## src/stereo_bandpass_biquad_top_assert.svh

```systemverilog
// assertion macros shared by the stereo bandpass biquad rtl
`ifndef STEREO_BANDPASS_BIQUAD_TOP_ASSERT_SVH
`define STEREO_BANDPASS_BIQUAD_TOP_ASSERT_SVH

// same-cycle implication, checked out of reset
`define SBQ_ASSERT_IMP(label, clk_s, rstn_s, ante, cons, msg) \
	label: assert property (@(posedge clk_s) disable iff (!rstn_s) (ante) |-> (cons)) \
		else $error(msg);

// next-cycle implication, checked out of reset
`define SBQ_ASSERT_NXT(label, clk_s, rstn_s, ante, cons, msg) \
	label: assert property (@(posedge clk_s) disable iff (!rstn_s) (ante) |=> (cons)) \
		else $error(msg);

`endif

```

## src/sbq_pkg.sv

```systemverilog
// shared types, widths and constants of the stereo bandpass biquad
package sbq_pkg;

	// channel state layout
	localparam int NUM_CHANNELS   = 2;
	localparam int ADDR_W         = (NUM_CHANNELS > 1) ? $clog2(NUM_CHANNELS) : 1;

	// arithmetic widths
	localparam int COEF_FRAC_BITS = 30;
	localparam int GUARD_BITS     = 8;
	localparam int SAMPLE_W       = 24;
	localparam int COEF_W         = 32;
	localparam int YH_W           = 32;
	localparam int CFG_IDX_W      = 3;
	localparam int CFG_DATA_W     = 32;
	localparam int DIFF_W         = SAMPLE_W + 1;
	localparam int P0_W           = COEF_W + DIFF_W;
	localparam int P1_W           = COEF_W + YH_W;
	localparam int ACC_W          = P1_W + 3;
	localparam int OUT_W          = YH_W + 1;

	// rounding offsets and saturation limits
	localparam logic signed [ACC_W-1:0] ACC_HALF =
		ACC_W'(1) << (COEF_FRAC_BITS - 1);
	localparam logic signed [ACC_W-1:0] YH_MAX_ACC =
		ACC_W'({1'b0, {(YH_W-1){1'b1}}});
	localparam logic signed [ACC_W-1:0] YH_MIN_ACC = -YH_MAX_ACC - ACC_W'(1);
	localparam logic signed [YH_W-1:0] YH_MAX = {1'b0, {(YH_W-1){1'b1}}};
	localparam logic signed [YH_W-1:0] YH_MIN = {1'b1, {(YH_W-1){1'b0}}};
	localparam logic signed [OUT_W-1:0] OUT_RND = OUT_W'(1) << (GUARD_BITS - 1);
	localparam logic signed [OUT_W-1:0] OUT_MAX_W =
		OUT_W'({1'b0, {(SAMPLE_W-1){1'b1}}});
	localparam logic signed [OUT_W-1:0] OUT_MIN_W = -OUT_MAX_W - OUT_W'(1);
	localparam logic signed [SAMPLE_W-1:0] SAMPLE_MAX = {1'b0, {(SAMPLE_W-1){1'b1}}};
	localparam logic signed [SAMPLE_W-1:0] SAMPLE_MIN = {1'b1, {(SAMPLE_W-1){1'b0}}};

	// configuration register indexes
	typedef enum logic [CFG_IDX_W-1:0] {
		REG_STEREO_MODE = 3'd0,
		REG_B0_LEFT     = 3'd1,
		REG_A1_LEFT     = 3'd2,
		REG_A2_LEFT     = 3'd3,
		REG_B0_RIGHT    = 3'd4,
		REG_A1_RIGHT    = 3'd5,
		REG_A2_RIGHT    = 3'd6
	} reg_idx_t;

	// one coefficient set, b2 is the negation of b0
	typedef struct packed {
		logic signed [COEF_W-1:0] b0;
		logic signed [COEF_W-1:0] a1;
		logic signed [COEF_W-1:0] a2;
	} coef_set_t;

	// per-channel history entry
	typedef struct packed {
		logic signed [SAMPLE_W-1:0] x1;
		logic signed [SAMPLE_W-1:0] x2;
		logic signed [YH_W-1:0]     y1;
		logic signed [YH_W-1:0]     y2;
	} hist_t;

	// stage load enables from the pipeline control
	typedef struct packed {
		logic load_s2;
		logic load_s3;
	} sbq_ctrl_t;

	// channel tag to history address, out-of-range tags use the last channel
	function automatic logic [ADDR_W-1:0] chan_to_addr(input logic chan_i);
		logic [ADDR_W-1:0] addr;
		if (int'(chan_i) < NUM_CHANNELS) begin
			addr = ADDR_W'(chan_i);
		end else begin
			addr = ADDR_W'(NUM_CHANNELS - 1);
		end
		return addr;
	endfunction

endpackage

```

## src/sbq_state_mem.sv

```systemverilog
// per-channel history memory with registered read and reset valid bits
module sbq_state_mem (
	input  logic                         clk,
	input  logic                         arst_n,
	input  logic                         rd_en,
	input  logic [sbq_pkg::ADDR_W-1:0]   rd_addr,
	output sbq_pkg::hist_t               rd_data_q,
	input  logic                         wr_en,
	input  logic [sbq_pkg::ADDR_W-1:0]   wr_addr,
	input  sbq_pkg::hist_t               wr_data
);

	sbq_pkg::hist_t                    mem_q [sbq_pkg::NUM_CHANNELS];
	logic [sbq_pkg::NUM_CHANNELS-1:0]  valid_q;

	// entry valid bits, cleared at reset so untouched channels read as zero
	always_ff @(posedge clk or negedge arst_n) begin
		if (!arst_n) begin
			valid_q <= '0;
		end else if (wr_en) begin
			valid_q[wr_addr] <= 1'b1;
		end
	end

	// write port
	always_ff @(posedge clk) begin
		if (wr_en) begin
			mem_q[wr_addr] <= wr_data;
		end
	end

	// read port, registered
	always_ff @(posedge clk) begin
		if (rd_en) begin
			if (valid_q[rd_addr]) begin
				rd_data_q <= mem_q[rd_addr];
			end else begin
				rd_data_q <= '0;
			end
		end
	end

endmodule

```

## config.mk

```make
export PLATFORM = sky130hd
export DESIGN_NAME = sbq_state_mem
export DESIGN_NICKNAME = d
export VERILOG_FILES = /design/src/stereo_bandpass_biquad_top_assert.svh /design/src/sbq_pkg.sv /design/src/sbq_state_mem.sv
export SDC_FILE = /design/constraint.sdc
export NUM_CORES = 1
export LEC_CHECK = 0
export BUFFER_PORTS_ARGS = -buffer_cell sky130_fd_sc_hd__buf_2
export CAP_MARGIN = 15
export CELL_PAD_IN_SITES_DETAIL_PLACEMENT = 0
export CELL_PAD_IN_SITES_GLOBAL_PLACEMENT = 1
export CORE_UTILIZATION = 25
export CTS_CLUSTER_DIAMETER = 150
export CTS_CLUSTER_SIZE = 12
export DETAILED_ROUTE_END_ITERATION = 12
export HOLD_SLACK_MARGIN = 0.05
export PLACE_DENSITY_LB_ADDON = 0.05
export SLEW_MARGIN = 20
export SYNTH_ARGS = -nofsm -noshare
export SYNTH_HDL_FRONTEND = slang
export SYNTH_SLANG_ARGS = --single-unit
```

## constraint.sdc

```tcl
create_clock -name clk -period 2.44 [get_ports clk]
set_input_delay 0.366 -clock clk [delete_from_list [all_inputs] [get_ports clk]]
set_output_delay 0.366 -clock clk [all_outputs]
set_load 0.01 [all_outputs]
```

* Word-level counts from Yosys, hierarchy flattened
Memory sizes are Yosys's and may differ from the RTL's. A register that Yosys moved wholly into a read port is not among the register bits.
Cells that the tools add are included.
** Cells by class
- Magnitude comparators :: 3
- Mux-type cells :: 6
- Bitwise logic cells :: 1
- Reduce and logical (&&, ||, !) cells :: 2
** Operators by type and width (number)
- $mux W1 :: 5
- $lt A1 B2 Y1 const B :: 2
- $or A2 B2 Y2 :: 1
- $demux W1 S1 :: 1
- $ge A1 B1 Y1 const B :: 1
- $logic_and A1 B1 Y1 :: 1
- $logic_not A1 Y1 :: 1
** Storage, ports and cells
- Register bits after elaboration :: 2
- RAM bits :: 224
- Input bits :: 118
- Output and inout bits :: 112
- Word-level logic and storage cells :: 14
- Memories :: 1
** Memory list
- mem_q :: words 2, bits a word 112, read ports 1, clocked after memory_dff 1, wr ports 1, line sbq_state_mem.sv:13 : sbq_pkg::hist_t mem_q [sbq_pkg::NUM_CHANNELS];

* Longest topological paths before layout
Gate-level depths: netlist of the first run.
- Word-level depth :: 5
- Mapped depth :: 5
- Gate-level depth less buffers :: 2

* Least setup slack after synthesis of the first run
No wires, ideal clock.
- Path type :: in2reg
- Start point :: input port wr_addr
- End point :: memory mem_q[0][0] in the netlist's numbering (enable)
- Setup time :: 0.600 ns
- Arrival :: 5.362 ns
- Data required time :: 1.840 ns
- Slack :: -3.522 ns
- Cell stages on the path :: 1
- Buffers on the path :: 0
- Cells stage by stage :: nor2b_1
** RTL lines
- from (decl) :: line sbq_state_mem.sv:9 : input logic [sbq_pkg::ADDR_W-1:0] wr_addr,
- to (decl) :: line sbq_state_mem.sv:13
No word-level cell before the write port.

* Worst setup path in the final report of the first run
- Start point :: register rd_data_q[109] (netlist name)
- End point :: output port rd_data_q[109] in the netlist's numbering
** RTL lines
- to (decl) :: line sbq_state_mem.sv:7 : output sbq_pkg::hist_t rd_data_q,
No word-level cell between the ends.

==> results.txt, run 1 <==
Run status - completed
Slowest cell on crit path - edfxtp_1
Core outline area - 0.05017 mm2
Hold WS - 190.0 ps
Worst path cell trace - buf_2
Crit Path Class - reg -> out
PwrDens - 767.9 mW/mm2
Leak - 6.218 nW
Largest cells by area after synthesis - edfxtp_1 (79%), o21ai_2 (6.2%), nand2_2 (4.4%), nand3_1 (4.3%), buf_12 (1.6%)
Setup TNS - 0 ps
Final core occ - 33.27%
Total GRT Usage - 12.16%
Die height - 227.5 um
Fin. Hold Viols - 0
Longest Clk Path Bufs - 3
Vias per cell - 4.031
Cts bufs inserted - 34
Max_cap viols - 0
CP arrival - 1120 ps
Layout cells sized above 1 - 43.57%
Distinct cells, synth - 16
Main synth FF type - edfxtp_1
Synthesized area - 0.01271 mm2
Final min period - 1485 ps
Routability cong. - 0.6712
CP max stage delay - 420 ps
Number of synthesized flops with an enable pin - 336
Via count - 7071
Initial Utilization - 25.34%
Least-Margin Pin Slew - 630.1 ps
Num ports - 230
Area leader, netlist - edfxtp_1
Largest net degree at the start of global routing - 72
Most numerous cell in the Yosys netlist - edfxtp_1
Total congestion overflow - 0
Post-route ant nets - 0
Yosys reg bits - 338
Die area - 0.05176 mm2
Ys Warns - 0
Initial antenna violation count - 1
Root buf cell - clkbuf_16
Row count - 82
Crit share post-route - 60.88%
Synth-to-Final Area Change - 31.29%
Layout Skew - 11.40 ps
Register area share after synthesis - 79.76%
Final setup viols - 0
Die width - 227.5 um
TritonCTS clock tree - built
Critical Path Fanout Max - 1
Setup Fix Bufs, Post-CTS - 0
CP required - 2070 ps
# clock sinks - 338
Slew Viols, Final - 0
H-tree depth - 2
Max transition margin - 57.99%
Peak Freq - 673.2 MHz
Nets - 1191
Total wire length - 30880 um
First-pass iteration count of the detailed router - 4
HP Class - in -> async
PortBufs - 229
Post-route design area - 0.01669 mm2
WP buf/inv - 1
DRT iter0 DRCs - 280
Cell family with most CP delay - flip-flops
Overall Power - 12.82 mW
RSZ-0062 raised after global routing - false
Syn nets - 843
Worst Setup End Kind - primary output
Placement Cell Area - 0.01460 mm2
Mean Syn Cell Area - 17.54 um2
Post-DP HPWL - 17940 um
Max VDD drop - 432.8 uV
Gate Count Post-Synth - 725
Drt wl/cell - 17.61 um
Synth top cells by count - edfxtp_1 (336), nand3_1 (110), nand2_2 (90), o21ai_2 (90), buf_2 (25)
First-pass GRT wire length - 46020 um
Clk_lat worst skew - 530 ps
Residual DRC - 0
Clock slew at reported path FFs - 60 ps
Ys async rst share - 0.5917%
Synth top area share - 79.36%
Vias in the first global route - 7466
Startpoint types - register
-- layer usage --
layer	track usage (%)	share of wire, %
met3	3.240	5.5
met5	0	0
met4	4.438	2.1
met2	20.68	50
met1	14.73	42
-- per-stage QoR --
step,setup slack [ps],std cells
final,954.5,1754
after global routing,897.2,1754
after CTS,901.7,1753
after detailed placement,802.4,1596
after global placement,793.0,1596
after floorplan,-50.47,725
-- cell type report --
class                   instances  area, um2
diodes                          1      2.502
clock buffers                  43      948.4
clock inverters                 1      11.26
fillers                      4911      33480
multi-input cells             337       2138
flip-flops and latches        338      10150
well taps                     672      840.8
repair buffers                362       2603
-- sequential cells by signal (all words and copies together), names as in the netlist --
name       count
rd_data_q    112
mem_q        224
valid_q        2
-- cells in the final DEF (no fill, tap or decap) --
cell type	Yosys	layout
nor2b_4	0	1
buf_12	10	13
and2_4	0	1
nand2_2	90	90
o21ai_2	90	90
nand2_1	20	20
a32o_1	2	2
or2_1	2	2
diode_2	0	1
o21ai_1	20	20
nor2b_1	2	1
edfxtp_1	336	336
buf_4	9	8
clkbuf_1	2	6
dlygate4sd3_1	0	113
dfrtp_4	0	2
buf_2	25	227
nand3_1	110	110
buf_8	0	1
inv_8	0	1
clkbuf_16	0	37
-- power by group --
part           switching (mW)  total (mW)  leakage, nW  internal (mW)
Sequential              0.117        6.98         3.23           6.87
Combinational           0.561        1.02         2.52          0.456
Clock                    2.11        4.82        0.469           2.71
Total                    2.79        12.8         6.22           10.0
-- cells by family (layout without fill, tap and decap cells) --
logic type / after synthesis / after routing / share of synthesized area (%)
buf+inv: 50 / 406 / 3.504
compound gates: 112 / 112 / 7.145
flops: 338 / 338 / 79.76
simple gates: 225 / 225 / 9.596
other cells: 0 / 1 / 0
-- path summary, 6_finish.rpt --
check	start	end	slack, ps	depth (start not counted)
worst max register to register	valid_q[0]	rd_data_q[110]	1050	3
worst min-delay path	arst_n	valid_q[0]	190	2
max in group asynchronous	arst_n	valid_q[1]	2140	2
min in group clk	rd_en	rd_data_q[15]	220	1
worst min register to register	mem_q[0][111]	rd_data_q[111]	550	1
worst max-delay path	rd_data_q[109]	rd_data_q[109]	950	1
-- what timing repair did --
item / CTS / global route
hold endpoints to repair: 226 / 0
hold buffers: 113 / 0
gates resized for setup: 0 / 0
(Power assumes the default switching activity.)
==> inputs of run 2 (changes only) <==
--- a/config.mk
+++ b/config.mk
@@ -5,6 +5,7 @@
 export SDC_FILE = /design/constraint.sdc
 export NUM_CORES = 1
 export LEC_CHECK = 0
+export ABC_AREA = 1
 export BUFFER_PORTS_ARGS = -buffer_cell sky130_fd_sc_hd__buf_2
 export CAP_MARGIN = 15
 export CELL_PAD_IN_SITES_DETAIL_PLACEMENT = 0
==> constraint.sdc (replaced) <==
create_clock -name clk -period 1.25 [get_ports clk]
set_input_delay 0.1875 -clock clk [delete_from_list [all_inputs] [get_ports clk]]
set_output_delay 0.1875 -clock clk [all_outputs]
set_load 0.01 [all_outputs]
==> run 2 against run 1 <==
Against the previous run:
- the run now ends with setup timing left
- worst hold slack got worse by 54 ps
- count of clock-buffer cells in the layout did not move
- via count rose by 6.6%
- setup slack got worse by 1000 ps
- final cell count rose by 14%
- critical path type unchanged
- critical endpoint is now rd_data_q[105]
==> results.txt, run 2 <==
Peak Freq - 751.1 MHz
Core outline area - 0.04936 mm2 (-1.6%)
Synthesized area - 0.01261 mm2 (-0.78%)
Cell family with most CP delay - flip-flops
Most numerous cell in the Yosys netlist - nand2_1
Placement Cell Area - 0.01503 mm2 (+3.0%)
Cts bufs inserted - 34 (unchanged)
Via count - 7537 (+6.6%)
Max VDD drop - 795.9 uV (+84%)
Total wire length - 30740 um (-0.45%)
Area leader, netlist - edfxtp_1
Num ports - 230 (unchanged)
Vias in the first global route - 7497 (+0.42%)
Nets - 1453 (+22%)
Die area - 0.05136 mm2 (-0.77%)
Drt wl/cell - 15.32 um (-13%)
Post-DP HPWL - 19390 um (+8.1%)
CP max stage delay - 440 ps (+20 ps)
Gate Count Post-Synth - 945 (+30%)
Max_cap viols - 0 (unchanged)
Run status - finished with violations
Fin. Hold Viols - 0 (unchanged)
Critical Path Fanout Max - 1 (unchanged)
DRT iter0 DRCs - 272 (-2.9%)
Violated checks - setup timing
Root buf cell - clkbuf_16
H-tree depth - 2 (unchanged)
Hold WS - 136.5 ps (-53.52 ps)
Final setup viols - 33 (+33)
Clock slew at reported path FFs - 60 ps (about the same)
Slowest cell on crit path - edfxtp_1
Layout Skew - 10.96 ps (-0.4342 ps)
Post-route design area - 0.01716 mm2 (+2.8%)
Final min period - 1331 ps
PnR worst setup slack - -81.46 ps (-1036 ps)
Crit share post-route - 106.5%
CP arrival - 1140 ps (+20 ps)
Initial antenna violation count - 0 (-1)
Post-route ant nets - 0 (unchanged)
Die width - 226.6 um (-0.38%)
Startpoint types - register
Number of flip-flops under the largest register name - 224 (unchanged)
Residual DRC - 0 (unchanged)
# clock sinks - 338 (unchanged)
Mean Syn Cell Area - 13.35 um2 (-24%)
Worst Setup End Kind - primary output
Largest cells by area after synthesis - edfxtp_1 (80%), nand2_1 (13%), inv_1 (2.8%), nand2_2 (1.0%), buf_6 (0.71%)
Number of synthesized flops with an enable pin - 336 (unchanged)
TritonCTS clock tree - built
RSZ-0062 raised after global routing - true
Worst path cell trace - buf_2
Most frequent cells in the layout - nand2_1 (430), edfxtp_1 (336), buf_2 (223), dlygate4sd3_1 (114), inv_1 (92)
Ys Warns - 0 (unchanged)
Longest Clk Path Bufs - 3 (unchanged)
Main synth FF type - edfxtp_1
Top reg by flops - mem_q
Distinct cells, synth - 13 (-3)
First-pass iteration count of the detailed router - 6 (+2)
Die height - 226.6 um (-0.38%)
Largest net degree at the start of global routing - 53 (-26%)
Total congestion overflow - 0 (unchanged)
Row count - 81 (-1.2%)
Layout cells sized above 1 - 27.03% (-17 points)
HP Class - in -> reg
Vias per cell - 3.755 (-6.8%)
Synth top cells by count - nand2_1 (431), edfxtp_1 (336), inv_1 (94)
Crit Path Class - reg -> out
Antenna diodes - 0 (-1)
Clk_lat worst skew - 530 ps (about the same)
Synth top area share - 79.98% (+0.62 points)
PortBufs - 229 (unchanged)
Initial Utilization - 25.56% (+0.22 points)
Setup Fix Bufs, Post-CTS - 0 (unchanged)
Fill cells - 4921 (+0.20%)
Total GRT Usage - 12.08% (-0.077 points)
Ys async rst share - 0.5917% (unchanged)
WP buf/inv - 1 (unchanged)
Register area share after synthesis - 80.38% (+0.62 points)
Slew Viols, Final - 0 (unchanged)
CP required - 1060 ps (-1010 ps)
Leak - 7.585 nW (+22%)
Routability cong. - 0.6753 (+0.61%)
Overall Power - 25.37 mW (+98%)
Yosys reg bits - 338 (unchanged)
PwrDens - 1479 mW/mm2 (+93%)
Least-Margin Pin Slew - 301.9 ps (-328.3 ps)
Synth-to-Final Area Change - 36.01%
Max transition margin - 79.87% (+22 points)
Most common cell after layout, fill and taps aside - nand2_1
Top flop regs - mem_q (224), rd_data_q (112), valid_q (2)
Syn nets - 1063 (+26%)
First-pass GRT wire length - 45440 um (-1.3%)
run 2: changes by cell type after synthesis, sizes merged:
| cell | previous run | this run |
|---|---|---|
| nand2 | 110 | 452 |
| buf | 48 | 35 |
| a32o | 2 | 0 |
| o21ai | 110 | 0 |
| nor2b | 2 | 0 |
| inv | 0 | 115 |
| and2 | 1 | 0 |
| nand3 | 110 | 0 |
| nor2 | 0 | 1 |
run 2: report_power, final:
| group | switching, mW | leakage (nW) | internal (mW) | total [mW] |
|---|---|---|---|---|
| clock network | 4.11 | 0.469 | 5.28 | 9.40 |
| registers | 0.204 | 3.25 | 13.4 | 13.6 |
| logic | 1.32 | 3.86 | 1.04 | 2.36 |
| total | 5.64 | 7.58 | 19.7 | 25.4 |
run 2: cell type report:
| cell class | count | area (um2) | share of cell area (%) |
|---|---|---|---|
| inverters | 115 | 450.4 | 2.625 |
| clock buffers | 43 | 948.4 | 5.528 |
| multi-input cells | 455 | 1794 | 10.46 |
| clock inverters | 1 | 11.26 | 0.06564 |
| flip-flops and latches | 338 | 10140 | 59.10 |
| well taps | 664 | 830.8 | 4.842 |
| repair buffers | 391 | 2982 | 17.38 |
run 2: logic make-up (layout without fill, tap and decap cells):
family | Yosys count | count (layout) | share of synthesized area, %
AND/OR/NAND/NOR | 455 | 455 | 14.00
buffers and inverters | 152 | 550 | 5.624
flip-flops | 338 | 338 | 80.38
run 2: routing by layer:
layer	global-route usage, %	wire, um	vias up
met3	3.019	1418	42
met1	15.31	13810	3502
met5	0	0	-
met4	4.032	707	0
met2	20.04	14800	161
li1	-	-	3832
run 2: what timing repair did:
| action | 4_1_cts | 5_1_grt |
|---|---|---|
| gates resized for setup | 6 | 2 |
| hold endpoints to repair | 226 | 0 |
| hold buffers | 114 | 0 |
| cloned | 0 | 0 |
| setup endpoints to repair | 112 | 112 |
run 2: worst paths after layout:
check | startpoint | end | slack (ps) | cells after the start
max | rd_data_q[105] | rd_data_q[105] | -80 | 1
min | rd_en | rd_data_q[58] | 140 | 2
max reg2reg | valid_q[1] | rd_data_q[45] | 70 | 5
min reg2reg | valid_q[1] | valid_q[1] | 460 | 1
max in group asynchronous | arst_n | valid_q[0] | 560 | 3
min in group asynchronous | arst_n | valid_q[1] | 570 | 3
run 2: per-stage QoR:
stage	util, %	TNS (ps)	cells	setup slack [ps]
3_3_place_gp	30.45	-1611	1849	-28.64
5_1_grt	34.76	-5953	2007	-122.8
2_1_floorplan	-	-231070	945	-1170
4_1_cts	34.75	-4860	2007	-117.0
6_report	34.76	-648.7	2007	-81.46
3_5_place_dp	30.45	-1785	1849	-29.56
